### src/rtl/core/assert_macros.svh
// Assertion macros shared by the grid sync qualifier RTL.
`ifndef ASSERT_MACROS_SVH
`define ASSERT_MACROS_SVH

`ifndef ASSERT_OFF

// Clocked property, ignored while reset is high.
`define ASSERT_CLK(lbl, clk, rst, prop, msg) \
  lbl: assert property (@(posedge clk) disable iff (rst) prop) else $error(msg);

// Clocked property checked on every edge, reset included.
`define ASSERT_ALWAYS(lbl, clk, prop, msg) \
  lbl: assert property (@(posedge clk) prop) else $error(msg);

`else

`define ASSERT_CLK(lbl, clk, rst, prop, msg)
`define ASSERT_ALWAYS(lbl, clk, prop, msg)

`endif

`endif

### src/rtl/core/gsq_pkg.sv
// Types and constants shared by the grid sync qualifier modules.
package gsq_pkg;

  // Fixed field widths.
  localparam int TIME_W     = 16;
  localparam int HALF_W     = 15;
  localparam int VOLT_W     = 12;
  localparam int CYCLE_W    = 8;
  localparam int ACTION_W   = 3;
  localparam int POL_W      = 2;
  localparam int CFG_IDX_W  = 3;
  localparam int CFG_DATA_W = 16;

  // Event kinds carried by one input transaction.
  typedef enum logic [ACTION_W-1:0] {
    ACT_RISE    = 3'd0,
    ACT_FALL    = 3'd1,
    ACT_POLL    = 3'd2,
    ACT_RESTART = 3'd3,
    ACT_CLEAR   = 3'd4
  } action_t;

  // Line polarity of the current half cycle.
  typedef enum logic [POL_W-1:0] {
    POL_UNKNOWN = 2'd0,
    POL_POS     = 2'd1,
    POL_NEG     = 2'd2
  } pol_t;

  // Configuration register indexes.
  typedef enum logic [CFG_IDX_W-1:0] {
    CFG_PERIOD_MARGIN = 3'd0,
    CFG_WIDTH_MIN     = 3'd1,
    CFG_WIDTH_MAX     = 3'd2,
    CFG_VOLT_MIN      = 3'd3,
    CFG_VOLT_MAX      = 3'd4,
    CFG_POS_THRESHOLD = 3'd5,
    CFG_VOLTAGE_MODE  = 3'd6
  } cfg_reg_t;

  // Configuration reset values.
  localparam logic [TIME_W-1:0] PERIOD_MARGIN_RST = 16'd400;
  localparam logic [TIME_W-1:0] WIDTH_MIN_RST     = 16'd100;
  localparam logic [TIME_W-1:0] WIDTH_MAX_RST     = 16'd2000;
  localparam logic [VOLT_W-1:0] VOLT_MIN_RST      = 12'd500;
  localparam logic [VOLT_W-1:0] VOLT_MAX_RST      = 12'd3500;
  localparam logic [VOLT_W-1:0] POS_THRESHOLD_RST = 12'd100;

endpackage

### src/rtl/core/gsq_in_if.sv
// Valid/ready channel that carries one sync event transaction.
interface gsq_in_if #(
  parameter int SAMPLE_BITS = 12
);
  import gsq_pkg::*;

  logic                   valid;
  logic                   ready;
  logic [ACTION_W-1:0]    action;
  logic [TIME_W-1:0]      phase_count;
  logic [TIME_W-1:0]      silence_count;
  logic [SAMPLE_BITS-1:0] line_sample;

  modport source (
    output valid, action, phase_count, silence_count, line_sample,
    input  ready
  );

  modport sink (
    input  valid, action, phase_count, silence_count, line_sample,
    output ready
  );

endinterface

### src/rtl/core/gsq_out_if.sv
// Valid/ready channel that carries one qualifier status transaction.
interface gsq_out_if #(
  parameter int SAMPLE_BITS = 12
);
  import gsq_pkg::*;

  logic                   valid;
  logic                   ready;
  logic                   all_good;
  logic                   frequency_good;
  logic                   pulses_good;
  logic                   voltage_good;
  logic [POL_W-1:0]       polarity;
  logic [TIME_W-1:0]      period_average;
  logic [HALF_W-1:0]      half_width_average;
  logic [CYCLE_W-1:0]     cycle_count;
  logic [SAMPLE_BITS-1:0] line_peak;

  modport source (
    output valid, all_good, frequency_good, pulses_good, voltage_good, polarity,
           period_average, half_width_average, cycle_count, line_peak,
    input  ready
  );

  modport sink (
    input  valid, all_good, frequency_good, pulses_good, voltage_good, polarity,
           period_average, half_width_average, cycle_count, line_peak,
    output ready
  );

endinterface

### src/rtl/core/gsq_avg.sv
// Moving average over a ring of the last DEPTH values, ring held in a memory.
module gsq_avg #(
  parameter int DEPTH = 32
) (
  input  logic                      clk,
  input  logic                      rst,
  input  logic                      push,
  input  logic                      clear,
  input  logic [gsq_pkg::TIME_W-1:0] value,
  output logic [gsq_pkg::TIME_W-1:0] avg
);
  import gsq_pkg::*;

  localparam int SLOT_W = $clog2(DEPTH);
  localparam int SUM_W  = TIME_W + SLOT_W;
  localparam logic [SLOT_W-1:0] SLOT_LAST = SLOT_W'(DEPTH - 1);

  logic [TIME_W-1:0] mem [DEPTH];
  logic [DEPTH-1:0]  valid;
  logic [SUM_W-1:0]  sum;
  logic [SUM_W-1:0]  sum_next;
  logic [SLOT_W-1:0] slot;
  logic [SLOT_W-1:0] slot_next;
  logic [TIME_W-1:0] rd_q;
  logic [TIME_W-1:0] oldest;

  // Oldest entry; an entry not written since the last clear reads as zero.
  assign oldest   = valid[slot] ? rd_q : '0;
  assign sum_next = sum - SUM_W'(oldest) + SUM_W'(value);
  assign avg      = TIME_W'(sum_next / DEPTH);

  // Slot that the next transaction will replace.
  always_comb begin
    slot_next = slot;
    if (clear) begin
      slot_next = '0;
    end else if (push) begin
      slot_next = (slot == SLOT_LAST) ? '0 : slot + 1'b1;
    end
  end

  // Ring storage; the entry at the upcoming slot is read into a register ahead of use.
  always_ff @(posedge clk) begin
    if (push) begin
      mem[slot] <= value;
    end
    rd_q <= mem[slot_next];
  end

  // Running sum, write slot and per-entry valid bits.
  always_ff @(posedge clk) begin
    if (rst || clear) begin
      valid <= '0;
      sum   <= '0;
      slot  <= '0;
    end else if (push) begin
      valid[slot] <= 1'b1;
      sum         <= sum_next;
      slot        <= slot_next;
    end
  end

endmodule

### src/rtl/core/gsq_qual.sv
// Qualifier state: averages, window checks, timeout, polarity and voltage.
module gsq_qual #(
  parameter int AVG_DEPTH   = 32,
  parameter int SAMPLE_BITS = 12
) (
  input  logic                          clk,
  input  logic                          rst,
  // Configuration write port
  input  logic                          cfg_we,
  input  logic [gsq_pkg::CFG_IDX_W-1:0]  cfg_index,
  input  logic [gsq_pkg::CFG_DATA_W-1:0] cfg_data,
  // Event being retired this cycle
  input  logic                          step,
  input  logic [gsq_pkg::ACTION_W-1:0]   action,
  input  logic [gsq_pkg::TIME_W-1:0]     phase_count,
  input  logic [gsq_pkg::TIME_W-1:0]     silence_count,
  input  logic [SAMPLE_BITS-1:0]        line_sample,
  // Current status
  output logic                          all_good,
  output logic                          frequency_good,
  output logic                          pulses_good,
  output logic                          voltage_good,
  output logic [gsq_pkg::POL_W-1:0]      polarity,
  output logic [gsq_pkg::TIME_W-1:0]     period_average,
  output logic [gsq_pkg::HALF_W-1:0]     half_width_average,
  output logic [gsq_pkg::CYCLE_W-1:0]    cycle_count,
  output logic [SAMPLE_BITS-1:0]        line_peak
);
  import gsq_pkg::*;

  // Configuration registers
  logic [TIME_W-1:0] period_margin;
  logic [TIME_W-1:0] width_min;
  logic [TIME_W-1:0] width_max;
  logic [VOLT_W-1:0] volt_min;
  logic [VOLT_W-1:0] volt_max;
  logic [VOLT_W-1:0] pos_threshold;
  logic              voltage_mode;

  // Status registers and their next values
  logic                   freq_ok, freq_ok_next;
  logic                   pulse_ok, pulse_ok_next;
  logic                   volt_ok, volt_ok_next;
  logic                   pending, pending_next;
  pol_t                   pol, pol_next;
  logic [CYCLE_W-1:0]     cycles, cycles_next;
  logic [SAMPLE_BITS-1:0] peak, peak_next;
  logic [TIME_W-1:0]      period_avg, period_avg_next;
  logic [HALF_W-1:0]      half_width, half_width_next;

  // Decode and datapath
  logic              push_period;
  logic              push_width;
  logic              clear_rings;
  logic [TIME_W-1:0] period_avg_new;
  logic [TIME_W-1:0] width_avg_new;
  logic              freq_new;
  logic              pulse_new;
  logic              timeout;
  logic              half_due;
  logic              sample_pos;
  logic              sample_in_range;
  logic [TIME_W-1:0] sample_ext;

  assign push_period = step && (action_t'(action) == ACT_RISE);
  assign push_width  = step && (action_t'(action) == ACT_FALL);
  assign clear_rings = step && (action_t'(action) == ACT_RESTART);

  gsq_avg #(.DEPTH(AVG_DEPTH)) u_period_avg (
    .clk   (clk),
    .rst   (rst),
    .push  (push_period),
    .clear (clear_rings),
    .value (phase_count),
    .avg   (period_avg_new)
  );

  gsq_avg #(.DEPTH(AVG_DEPTH)) u_width_avg (
    .clk   (clk),
    .rst   (rst),
    .push  (push_width),
    .clear (clear_rings),
    .value (phase_count),
    .avg   (width_avg_new)
  );

  // Period window round the new average; the lower bound may go negative.
  assign freq_new = (phase_count > period_margin) &&
                    (({1'b0, phase_count} + {1'b0, period_margin}) >
                     {1'b0, period_avg_new}) &&
                    ({1'b0, phase_count} <
                     ({1'b0, period_avg_new} + {1'b0, period_margin}));

  assign pulse_new = (phase_count < width_max) && (phase_count > width_min);

  // Silence limit is the average period plus twice the margin.
  assign timeout = {2'b00, silence_count} >
                   ({2'b00, period_avg} + {1'b0, period_margin, 1'b0});

  // Half a cycle has passed once the phase passes half period plus half width.
  assign half_due = {1'b0, phase_count} >
                    ({2'b00, period_avg[TIME_W-1:1]} + {2'b00, half_width});

  assign sample_ext      = TIME_W'(line_sample);
  assign sample_pos      = sample_ext > TIME_W'(pos_threshold);
  assign sample_in_range = (sample_ext > TIME_W'(volt_min)) &&
                           (sample_ext < TIME_W'(volt_max));

  // Configuration writes
  always_ff @(posedge clk) begin
    if (rst) begin
      period_margin <= PERIOD_MARGIN_RST;
      width_min     <= WIDTH_MIN_RST;
      width_max     <= WIDTH_MAX_RST;
      volt_min      <= VOLT_MIN_RST;
      volt_max      <= VOLT_MAX_RST;
      pos_threshold <= POS_THRESHOLD_RST;
      voltage_mode  <= 1'b0;
    end else if (cfg_we) begin
      unique case (cfg_reg_t'(cfg_index))
        CFG_PERIOD_MARGIN: period_margin <= cfg_data;
        CFG_WIDTH_MIN:     width_min     <= cfg_data;
        CFG_WIDTH_MAX:     width_max     <= cfg_data;
        CFG_VOLT_MIN:      volt_min      <= cfg_data[VOLT_W-1:0];
        CFG_VOLT_MAX:      volt_max      <= cfg_data[VOLT_W-1:0];
        CFG_POS_THRESHOLD: pos_threshold <= cfg_data[VOLT_W-1:0];
        CFG_VOLTAGE_MODE:  voltage_mode  <= cfg_data[0];
        default: begin
        end
      endcase
    end
  end

  // Next status for the event being retired
  always_comb begin
    freq_ok_next    = freq_ok;
    pulse_ok_next   = pulse_ok;
    volt_ok_next    = volt_ok;
    pending_next    = pending;
    pol_next        = pol;
    cycles_next     = cycles;
    peak_next       = peak;
    period_avg_next = period_avg;
    half_width_next = half_width;
    if (step) begin
      unique case (action_t'(action))
        ACT_RISE: begin
          period_avg_next = period_avg_new;
          freq_ok_next    = freq_new;
        end
        ACT_FALL: begin
          cycles_next     = cycles + 1'b1;
          half_width_next = width_avg_new[TIME_W-1:1];
          pulse_ok_next   = pulse_new;
          if (freq_ok && pulse_new) begin
            pending_next = 1'b1;
          end
        end
        ACT_POLL: begin
          if (timeout) begin
            freq_ok_next  = 1'b0;
            pulse_ok_next = 1'b0;
          end
          if (pending && half_due) begin
            pending_next = 1'b0;
            // In positive-only mode the voltage is checked on positive halves.
            if (!voltage_mode || sample_pos) begin
              peak_next    = line_sample;
              volt_ok_next = sample_in_range;
            end
            if (sample_pos) begin
              pol_next = (pol != POL_POS) ? POL_POS : POL_UNKNOWN;
            end else begin
              pol_next = (pol != POL_NEG) ? POL_NEG : POL_UNKNOWN;
            end
          end
        end
        ACT_RESTART: begin
          freq_ok_next  = 1'b0;
          pulse_ok_next = 1'b0;
          volt_ok_next  = 1'b0;
          pol_next      = POL_UNKNOWN;
        end
        ACT_CLEAR: begin
          cycles_next = '0;
        end
        default: begin
        end
      endcase
    end
  end

  // Status registers
  always_ff @(posedge clk) begin
    if (rst) begin
      freq_ok    <= 1'b0;
      pulse_ok   <= 1'b0;
      volt_ok    <= 1'b1;
      pending    <= 1'b0;
      pol        <= POL_UNKNOWN;
      cycles     <= '0;
      peak       <= '0;
      period_avg <= '0;
      half_width <= '0;
    end else begin
      freq_ok    <= freq_ok_next;
      pulse_ok   <= pulse_ok_next;
      volt_ok    <= volt_ok_next;
      pending    <= pending_next;
      pol        <= pol_next;
      cycles     <= cycles_next;
      peak       <= peak_next;
      period_avg <= period_avg_next;
      half_width <= half_width_next;
    end
  end

  assign all_good           = freq_ok && pulse_ok && volt_ok;
  assign frequency_good     = freq_ok;
  assign pulses_good        = pulse_ok;
  assign voltage_good       = volt_ok;
  assign polarity           = pol;
  assign period_average     = period_avg;
  assign half_width_average = half_width;
  assign cycle_count        = cycles;
  assign line_peak          = peak;

endmodule

### src/rtl/core/grid_sync_qualifier_unit.sv
// Top level of the grid sync qualifier: event register, handshake and status channel.
//
// Usage: each transaction on evt carries one sync event (rising edge, falling
// edge, poll, restart or clear cycle count) with the phase and silence timer
// values and a line voltage sample. For every accepted event exactly one
// transaction leaves on status with the qualifier state after that event.
// Configuration registers are written through cfg_we/cfg_index/cfg_data while
// the block is idle; indexes with no register are ignored.
// An accepted event is held in the event register and retired once the status
// slot is free or being taken; its status is registered as it retires.
// Throughput: one event per cycle while status is taken. The two average
// rings read their oldest entry ahead of use from a registered memory port,
// so back-to-back events never wait on the ring read.
// Reset (synchronous, active high) restores the configuration defaults and
// the qualifier state; the ring entries are masked by valid bits, so there
// is no clearing pass.
// Stall: while status is held, the event register keeps one more event and
// evt.ready falls until status is taken.
`include "assert_macros.svh"

module grid_sync_qualifier_unit #(
  parameter int AVG_DEPTH   = 32,
  parameter int SAMPLE_BITS = 12
) (
  input  logic                          clk,
  input  logic                          rst,
  gsq_in_if.sink                        evt,
  gsq_out_if.source                     status,
  input  logic                          cfg_we,
  input  logic [gsq_pkg::CFG_IDX_W-1:0]  cfg_index,
  input  logic [gsq_pkg::CFG_DATA_W-1:0] cfg_data
);
  import gsq_pkg::*;

  // Event register
  logic                   s1_valid;
  logic [ACTION_W-1:0]    s1_action;
  logic [TIME_W-1:0]      s1_phase;
  logic [TIME_W-1:0]      s1_silence;
  logic [SAMPLE_BITS-1:0] s1_sample;

  logic status_valid;
  logic advance;
  logic step;

  // The held event retires when the status slot is free or being taken.
  assign advance   = !status_valid || status.ready;
  assign step      = s1_valid && advance;
  assign evt.ready = !s1_valid || advance;

  always_ff @(posedge clk) begin
    if (rst) begin
      s1_valid <= 1'b0;
    end else if (evt.ready) begin
      s1_valid <= evt.valid;
    end
  end

  always_ff @(posedge clk) begin
    if (evt.ready && evt.valid) begin
      s1_action  <= evt.action;
      s1_phase   <= evt.phase_count;
      s1_silence <= evt.silence_count;
      s1_sample  <= evt.line_sample;
    end
  end

  // Status transaction valid flag
  always_ff @(posedge clk) begin
    if (rst) begin
      status_valid <= 1'b0;
    end else if (advance) begin
      status_valid <= s1_valid;
    end
  end

  assign status.valid = status_valid;

  gsq_qual #(
    .AVG_DEPTH   (AVG_DEPTH),
    .SAMPLE_BITS (SAMPLE_BITS)
  ) u_qual (
    .clk                (clk),
    .rst                (rst),
    .cfg_we             (cfg_we),
    .cfg_index          (cfg_index),
    .cfg_data           (cfg_data),
    .step               (step),
    .action             (s1_action),
    .phase_count        (s1_phase),
    .silence_count      (s1_silence),
    .line_sample        (s1_sample),
    .all_good           (status.all_good),
    .frequency_good     (status.frequency_good),
    .pulses_good        (status.pulses_good),
    .voltage_good       (status.voltage_good),
    .polarity           (status.polarity),
    .period_average     (status.period_average),
    .half_width_average (status.half_width_average),
    .cycle_count        (status.cycle_count),
    .line_peak          (status.line_peak)
  );

  // A held event that cannot retire must block the input channel.
  `ASSERT_CLK(a_no_overwrite, clk, rst, s1_valid && !advance |-> !evt.ready, "held event overwritten")
  // Every retired event shows up as a status transaction.
  `ASSERT_CLK(a_step_gives_status, clk, rst, step |=> status.valid, "retired event lost")
  // With nothing held and no status pending, no status transaction appears.
  `ASSERT_CLK(a_no_invented, clk, rst, !s1_valid && !status_valid |=> !status.valid, "status invented")

endmodule
### src/flat_wrapper.sv
// flat-port wrapper written by rule: the top's interface ports become plain ports
module grid_sync_qualifier_unit_flat import gsq_pkg::*;
#(
  parameter int AVG_DEPTH   = 32,
  parameter int SAMPLE_BITS = 12
)
  (clk, rst, cfg_we, cfg_index, cfg_data, evt_valid, evt_action, evt_phase_count, evt_silence_count, evt_line_sample, evt_ready, status_valid, status_all_good, status_frequency_good, status_pulses_good, status_voltage_good, status_polarity, status_period_average, status_half_width_average, status_cycle_count, status_line_peak, status_ready);
  gsq_in_if #(.SAMPLE_BITS(SAMPLE_BITS)) evt_i ();
  gsq_out_if #(.SAMPLE_BITS(SAMPLE_BITS)) status_i ();
  input  logic clk;
  input  logic rst;
  input  logic cfg_we;
  input  logic [gsq_pkg::CFG_IDX_W-1:0] cfg_index;
  input  logic [gsq_pkg::CFG_DATA_W-1:0] cfg_data;
  input wire logic [$bits(evt_i.valid)-1:0] evt_valid;
  input wire logic [$bits(evt_i.action)-1:0] evt_action;
  input wire logic [$bits(evt_i.phase_count)-1:0] evt_phase_count;
  input wire logic [$bits(evt_i.silence_count)-1:0] evt_silence_count;
  input wire logic [$bits(evt_i.line_sample)-1:0] evt_line_sample;
  output wire logic [$bits(evt_i.ready)-1:0] evt_ready;
  output wire logic [$bits(status_i.valid)-1:0] status_valid;
  output wire logic [$bits(status_i.all_good)-1:0] status_all_good;
  output wire logic [$bits(status_i.frequency_good)-1:0] status_frequency_good;
  output wire logic [$bits(status_i.pulses_good)-1:0] status_pulses_good;
  output wire logic [$bits(status_i.voltage_good)-1:0] status_voltage_good;
  output wire logic [$bits(status_i.polarity)-1:0] status_polarity;
  output wire logic [$bits(status_i.period_average)-1:0] status_period_average;
  output wire logic [$bits(status_i.half_width_average)-1:0] status_half_width_average;
  output wire logic [$bits(status_i.cycle_count)-1:0] status_cycle_count;
  output wire logic [$bits(status_i.line_peak)-1:0] status_line_peak;
  input wire logic [$bits(status_i.ready)-1:0] status_ready;
  assign evt_i.valid = evt_valid;
  assign evt_i.action = evt_action;
  assign evt_i.phase_count = evt_phase_count;
  assign evt_i.silence_count = evt_silence_count;
  assign evt_i.line_sample = evt_line_sample;
  assign evt_ready = evt_i.ready;
  assign status_valid = status_i.valid;
  assign status_all_good = status_i.all_good;
  assign status_frequency_good = status_i.frequency_good;
  assign status_pulses_good = status_i.pulses_good;
  assign status_voltage_good = status_i.voltage_good;
  assign status_polarity = status_i.polarity;
  assign status_period_average = status_i.period_average;
  assign status_half_width_average = status_i.half_width_average;
  assign status_cycle_count = status_i.cycle_count;
  assign status_line_peak = status_i.line_peak;
  assign status_i.ready = status_ready;
  grid_sync_qualifier_unit #(.AVG_DEPTH(AVG_DEPTH), .SAMPLE_BITS(SAMPLE_BITS)) u_core (.clk(clk), .rst(rst), .evt(evt_i), .status(status_i), .cfg_we(cfg_we), .cfg_index(cfg_index), .cfg_data(cfg_data));
endmodule
### config.mk
export PLATFORM = sky130hd
export DESIGN_NAME = grid_sync_qualifier_unit_flat
export DESIGN_NICKNAME = d
export VERILOG_FILES = /design/src/rtl/core/gsq_pkg.sv /design/src/rtl/core/gsq_in_if.sv /design/src/rtl/core/gsq_out_if.sv /design/src/rtl/core/gsq_avg.sv /design/src/rtl/core/gsq_qual.sv /design/src/rtl/core/grid_sync_qualifier_unit.sv /design/src/flat_wrapper.sv
export VERILOG_INCLUDE_DIRS = /design/src /design/src/rtl/core
export SDC_FILE = /design/constraint.sdc
export NUM_CORES = 2
export LEC_CHECK = 0
export BUFFER_PORTS_ARGS = -buffer_cell sky130_fd_sc_hd__clkbuf_2
export CAP_MARGIN = 20
export CORE_MARGIN = 2
export CORE_UTILIZATION = 29
export DETAILED_ROUTE_END_ITERATION = 16
export GPL_ROUTABILITY_DRIVEN = 1
export SLEW_MARGIN = 5
export SYNTH_ARGS = -nofsm -noshare
export SYNTH_HDL_FRONTEND = slang
export SYNTH_SLANG_ARGS = --single-unit
### constraint.sdc
create_clock -name clk -period 10.2 [get_ports clk]
set_clock_uncertainty 0.15 [all_clocks]
set_input_delay 1.53 -clock clk [delete_from_list [all_inputs] [get_ports clk]]
set_output_delay 1.53 -clock clk [all_outputs]
set_load 0.05 [all_outputs]
=== Word level (Yosys, flattened, before mapping) ===
Memories as Yosys holds them, arrays and structs flattened. A register that Yosys moved wholly into a read port is not among the register bits.
Index checks and enable logic that the tools add are counted.

* Eq/ne operators: 18
* Bitwise gates (word level): 2
* Magnitude comparators: 14
* $add $sub $neg: 11
* Mux-type cells: 35
* Reductions and logical operators: 45

{| class="wikitable"
|+ Operators by type and width
! kind !! number
|-
| 32-bit OR || 2
|-
| 16-bit greater-than comparator || 3
|-
| 21-bit by 16-bit adder with 21-bit output || 2
|-
| 21-bit by 16-bit subtractor with 21-bit output || 2
|-
| 16-bit by 16-bit adder with 17-bit output || 2
|-
| 16-bit 2-to-1 mux || 2
|-
| 5-bit 2-to-1 mux || 6
|-
| 12-bit greater-than comparator || 2
|-
| 2-bit AND reduction || 10
|-
| 16-bit by 17-bit adder with 18-bit output || 1
|-
| 16-bit by 18-bit greater-than comparator with 1-bit output || 1
|-
| 17-bit by 16-bit greater-than comparator with 1-bit output || 1
|-
| 16-bit by 17-bit less-than comparator with 1-bit output || 1
|-
| 15-bit by 15-bit adder with 16-bit output || 1
|-
| 16-bit less-than comparator || 1
|-
| 8-bit one-hot mux with 2 select lines || 1
|-
| 1-bit logical AND || 15
|-
| 1-bit 2-to-1 mux || 14
|-
| 3-bit by 2-bit equality test with 1-bit output, second input constant || 4
|-
| 3-bit equality test, second input constant || 4
|-
| 12-bit less-than comparator || 1
|-
| 5-bit by 6-bit less-than comparator with 1-bit output, second input constant || 2
|-
| 4-bit AND reduction || 3
|-
| 5-bit by 1-bit adder with 5-bit output, second input constant || 2
|-
| other kinds (18) || 42
|}

* Input bits: 71
* Logic and storage cells: 155
* Memories: 2
* Output and inout port bits: 59
* Register bits after elaboration: 307
* Bits in writable memories: 1,024

{| class="wikitable"
|+ Memories
! memory !! words !! bits a word !! rd ports !! clocked after memory_dff !! wr ports !! RTL line !! RTL
|-
| u_core.u_qual.u_period_avg.mem || 32 || 16 || 1 || 1 || 1 || gsq_avg.sv:18 || <nowiki>logic [TIME_W-1:0] mem [DEPTH];</nowiki>
|-
| u_core.u_qual.u_width_avg.mem || 32 || 16 || 1 || 1 || 1 || gsq_avg.sv:18 ||
|}

=== Logic depth before layout (Yosys ltp) ===
* Depth in word-level cells: 9
* Mapped depth: 35
* Depth with buffers taken out: 33

=== Hierarchy ===
Synthesis repeated with hierarchy kept, for this count alone.

* Cells, all modules: 5,323
* Area total of the unflattened synthesis: 63,300.7 um^2

{| class="wikitable"
|+ Modules (own cells, without submodules)
! module !! cells an instance !! area each (um^2) !! seq. area each (um^2) !! instances
|-
| gsq_avg (u_core.u_qual.u_period_avg) || 2,145 || 26,027.5 || 16,856.2 || 1
|-
| gsq_avg (u_core.u_qual.u_width_avg) || 1,682 || 24,502.2 || 16,856.2 || 1
|-
| gsq_qual || 1,439 || 11,255.8 || 2,842.7 || 1
|-
| grid_sync_qualifier_unit || 57 || 1,515.2 || 1,451.4 || 1
|}

=== Worst setup path after synthesis ===
No wires, ideal clock.

* Kind: register to register
* Start point: register u_core.u_qual.u_period_avg.slot[0]
* End point: register u_core.u_qual.freq_ok, in the netlist u_core.u_qual.frequency_good
* Buffers on the path: 2
* Clock period less this slack: 7.349 ns
* Setup slack: 2.851 ns
* Required time: 9.980 ns
* Arrival time: 7.129 ns
* Cell stages (with the launch flop): 34
* Library setup time: 0.070 ns
* Path through: dfxtp_1 buf_1 mux4_2 nor2b_1 a31oi_1 nand4_1 clkbuf_1 and2_1 ha_1 inv_1 ha_1 fa_1 a211o_1 o211ai_1 a2bb2oi_1 a211oi_1 o21bai_1 a21oi_1 xor2_1 inv_1 ha_1 a21oi_1 o21a_1 o31ai_1 o41ai_1 xor2_1 ha_1 a21o_1 a2111oi_0 o21ai_0 a21oi_1 a2111oi_0 o21ai_0 o2bb2ai_1

* Longest elaborated chain between the ends: 9
* Elaborated cells between the ends (all ways): 11
* Those cells by class: add/sub: 3; order compare: 2; mux: 4; reduce/logical: 2

{| class="wikitable"
|+ RTL lines
! item !! RTL line !! RTL
|-
| start: declaration || gsq_avg.sv:22 || <nowiki>logic [SLOT_W-1:0] slot;</nowiki>
|-
| start signal: assignment || gsq_avg.sv:59 || <nowiki>slot <= slot_next;</nowiki>
|-
| 1-bit binary-select mux with 5-bit select (*) || gsq_avg.sv:28 || <nowiki>assign oldest = valid[slot] ? rd_q : '0;</nowiki>
|-
| 1-bit 2-to-1 mux (not written as such) (*) || gsq_avg.sv:28 ||
|-
| 16-bit 2-to-1 mux (*) || gsq_avg.sv:28 ||
|-
| 21-bit by 16-bit subtractor with 21-bit output (*) || gsq_avg.sv:29 || <nowiki>assign sum_next = sum - SUM_W'(oldest) + SUM_W'(value);</nowiki>
|-
| 21-bit by 16-bit adder with 21-bit output (*) || gsq_avg.sv:29 ||
|-
| net u_core.u_qual.period_avg_new[9] || gsq_qual.sv:55 || <nowiki>logic [TIME_W-1:0] period_avg_new;</nowiki>
|-
| 16-bit by 16-bit adder with 17-bit output / 17-bit by 16-bit greater-than comparator with 1-bit output (equally long branches) || gsq_qual.sv:92, gsq_qual.sv:89 ||
|-
| 16-bit by 17-bit less-than comparator with 1-bit output / 1-bit logical AND (equally long branches) || gsq_qual.sv:91, gsq_qual.sv:88 ||
|-
| 1-bit logical AND (*) || gsq_qual.sv:90 || <nowiki>{1'b0, period_avg_new}) &&</nowiki>
|-
| 1-bit one-hot mux with 3 select lines (*) || gsq_qual.sv:146 || <nowiki>unique case (action_t'(action))</nowiki>
|-
| end signal: assignment || gsq_qual.sv:206 || <nowiki>freq_ok <= freq_ok_next;</nowiki>
|-
| end: declaration || gsq_qual.sv:41 || <nowiki>logic freq_ok, freq_ok_next;</nowiki>
|}

The timed path passes the listed nets; every way through them passes the cells marked *. The select of a mux whose other input is x is not followed.
A chain may end at the register's enable or synchronous reset.

=== Final worst setup path ===
Ends and elaborated chain as after synthesis.

==> metrics.md <==
| Metric | Value |
|---|---|
| Detailed-route wire length per cell | `21.1 um` |
| Worst-Margin Slew | `1.05 ns` |
| Most common cell on crit path | `ha_1` |
| Hold Slack | `0.305 ns` |
| DRC viols | `0` |
| Synth area leader | `edfxtp_1` |
| Num CTS Buffers | `145` |
| VDD IR max | `0.000178 V` |
| Synth unique cells | `84` |
| Crit path max fanout | `16` |
| Postcts setup bufs | `0` |
| WL final | `171000 um` |
| Die Wd | `461 um` |
| Syn-to-layout area delta | `14.4%` |
| Hold Buf Count CTS | `0` |
| Comb power frac | `7.2%` |
| Hold depth | `2` |
| Internal | `9160 uW` |
| Max_cap viols | `0` |
| CTS tree | `yes` |
| RSZ-0062 raised after global routing | `no` |
| Most common cell after layout, fill and taps aside | `edfxtp_1` |
| FP Rows | `167` |
| Vias in the first global route | `39782` |
| CP required | `10.73 ns` |
| Post-synthesis register bit count | `1363` |
| Status | `finished clean` |
| Area of the mapped netlist | `60400 sq um` |
| Setup TNS | `0 ns` |
| Longest Clk Path Bufs | `3` |
| Seq pwr share | `50.4%` |
| Synth top area cells | `edfxtp_1 53%, dfxtp_1 9.7%, ha_1 5.4%` |
| P_sw | `2850 uW` |
| Slowest cell on the critical path | `dfxtp_1` |
| Setup violators final | `0` |
| Register area share after synthesis | `62.9%` |
| PortBufs | `129` |
| Die ar. | `212000 sq um` |
| Clk_lat worst skew | `0.79 ns` |
| Synthesized area per cell | `12.0 sq um` |
| Initial core utilization | `29.2%` |
| HPWL Detailed | `102000 um` |
| TritonRoute pass-1 iters | `6` |
| CTS clk-pin slew, worst paths | `0.06 ns` |
| Most frequent cells in the layout | `1071 x edfxtp_1, 778 x nand2_1, 292 x dfxtp_1` |
| # H-tree levels | `4` |
| First-pass GRT wire length | `253000 um` |
| Critical path type | `flip-flop to flip-flop` |
| Core Footprint | `207000 sq um` |
| Vias per cell | `5.05` |
| Post-synth EDFFs | `1071` |
| GPL Wtd Cong | `0.871` |
| Fill cells | `20323` |
| Critical Path Sink Type | `flip-flop` |
| Post-Syn Instances | `5043` |
| Top-area cell type share of the netlist area | `53.2%` |
| Hold_sp | `u_core.u_qual.pos_threshold[10]` |
| Nature of the critical path startpoint | `flip-flop` |
| Fin crit period | `9.02 ns` |
| Detailed Route Iter0 Violations | `4410` |
| Num ports | `130` |
| Post-DRT Antenna Nets | `0` |
| Leak | `0.0242 uW` |
| Worst slew margin | `29.8%` |
| Fin crit share | `88.4%` |
| R2R depth | `31` |
| Worst Path Arrival | `9.55 ns` |
| Warnings, synthesis | `0` |
| FF-to-FF End | `u_core.u_qual.frequency_good` |
| Final nets | `5555` |
| Reg2reg start | `u_core.u_qual.u_period_avg.slot[0]` |
| Fin. max-slew vios | `0` |
| R2R Setup Slk | `1.18 ns` |
| Die Height | `461 um` |
| Hold WC Path Type | `flip-flop to flip-flop` |
| Final hold violations | `0` |
| Largest net degree at the start of global routing | `181` |
| GRT Total Usage | `15.7%` |
| Worst Hold Path EP | `u_core.u_qual.pos_threshold[10]` |
| Clock Sinks | `1363` |
| Vias | `40821` |
| Initial antenna violation count | `6` |
| Max incr delay on CP | `0.89 ns` |
| Clk root buf | `clkbuf_16` |
| Resized cells post-CTS | `0` |
| Power Density | `174 nW/um^2` |
| Primary FF master, synth | `edfxtp_1` |
| Share of post-route cells with drive strength above 1 | `9.93%` |
| GRT overflow | `0` |
| Switch share | `23.7%` |
| Syn nets | `5412` |
| Clock power frac | `42.4%` |
| Fmax | `111 MHz` |
| Post-synth ARST share | `0%` |
## worst max-delay path, delay by kind of cell, from the launching register on
kind | cells | cell delay, ns
and+or+nand+nor | 3 | 1.10
DFF | 1 | 0.89
xor gates and xnor gates | 2 | 0.49
buffers and inverters | 2 | 0.16
muxes | 1 | 0.59
AOI/OAI and AO/OA | 18 | 3.96
adders and majority gates | 5 | 1.54
## cells by family (layout without fill, tap and decap cells)
family	after synthesis	after routing	synth area share, %
other cells	0	1	0
xor+xnor	88	88	1.28
fa+ha+maj	298	298	6.62
simple gates	1575	1575	11.6
buf+inv	522	776	3.48
mux	105	105	2.07
compound gates	1092	1092	12.1
flops	1363	1363	62.9
## metrics by stage
| stage | utilization, % | setup WS, ns | cells | area [sq um] | power (uW) |
|---|---|---|---|---|---|
| final | 33.4 | 1.18 | 8086 | 69100 | 12000 |
| after detailed placement | 31.2 | 1.31 | 7824 | 64600 | 7030 |
| after global routing | 33.4 | 0.594 | 8086 | 69100 | 12400 |
| after global placement | 31.2 | 1.32 | 7824 | 64600 | 7010 |
| after floorplan | - | 2.85 | 5043 | 60400 | 6750 |
| after CTS | 33.4 | 1.26 | 8082 | 69100 | 12100 |
## layer usage
layer | up-vias | share of wire (%) | global-route usage [%]
met3 | 282 | 6.5 | 2.54
met2 | 1356 | 46 | 25.0
met5 | - | 0 | 0
met4 | 0 | 3.3 | 5.58
li1 | 18926 | - | -
met1 | 20257 | 44 | 21.5
## registers in the layout, summed over array words and instances, names as in the netlist, 21 cells and up
signal and cells:
u_core.u_qual.u_width_avg.mem 512, u_core.u_qual.u_width_avg.sum 21, u_core.u_qual.u_width_avg.valid 32, u_core.u_qual.u_period_avg.mem 512, u_core.u_qual.u_period_avg.valid 32, u_core.u_qual.u_period_avg.sum 21
## synth_stat cells, types with 6 or more instances
cell type	n
edfxtp_1	1071
nand2_1	779
a21oi_1	293
dfxtp_1	292
nor2_1	267
ha_1	262
inv_1	257
nand3_1	233
clkbuf_1	171
o21ai_0	114
o221ai_1	99
o22ai_1	92
mux2i_1	87
o21a_1	65
a31oi_1	64
a21o_1	63
and3_1	62
buf_2	56
xnor2_1	53
nand4_1	47
a311oi_1	46
and2_1	42
a211oi_1	36
fa_1	36
o211ai_1	36
xor2_1	35
nor3_1	32
a221oi_1	31
a22oi_1	30
nand2b_1	29
nor2b_1	29
buf_1	22
o21ai_1	17
mux4_2	16
a22o_1	15
o21bai_1	15
o221a_2	15
or3_1	11
buf_4	9
nand3b_1	8
o31ai_1	7
a21boi_0	6
o2111ai_1	6
o41ai_1	6
## power groups by stage
stage	clock [uW]	sequential, uW	combinational (uW)
CTS	5180	6050	862
finish	5090	6060	863
global placement	0	6170	837
detailed placement	0	6170	854
global route	5400	6050	967
floorplan	0	6200	553
## how the worst max path moves through the flow
stage | from | end | slack (ns)
after floorplan | u_core.u_qual.u_period_avg.slot[0] | u_core.u_qual.frequency_good | 2.85
after global placement | u_core.u_qual.u_period_avg.slot[0] | u_core.u_qual.frequency_good | 1.32
after detailed placement | u_core.u_qual.u_period_avg.slot[0] | u_core.u_qual.frequency_good | 1.31
after CTS | u_core.u_qual.u_period_avg.slot[0] | u_core.u_qual.frequency_good | 1.26
after global routing | u_core.u_qual.u_period_avg.slot[0] | u_core.u_qual.frequency_good | 0.59
final | u_core.u_qual.u_period_avg.slot[0] | u_core.u_qual.frequency_good | 1.18
## layout make-up
cell class / count / area, sq um / share of cell area [%]
timing repair buffer: 259 / 1670 / 2.41
inverter: 259 / 972 / 1.41
multi-input combinational: 3158 / 20400 / 29.6
clock buffer: 196 / 3920 / 5.67
clock inverter: 62 / 631 / 0.912
antenna: 1 / 2.50 / 0.00362
tap: 2788 / 3490 / 5.05
sequential: 1363 / 38000 / 55.0
Power figures use the tool's default switching activity.
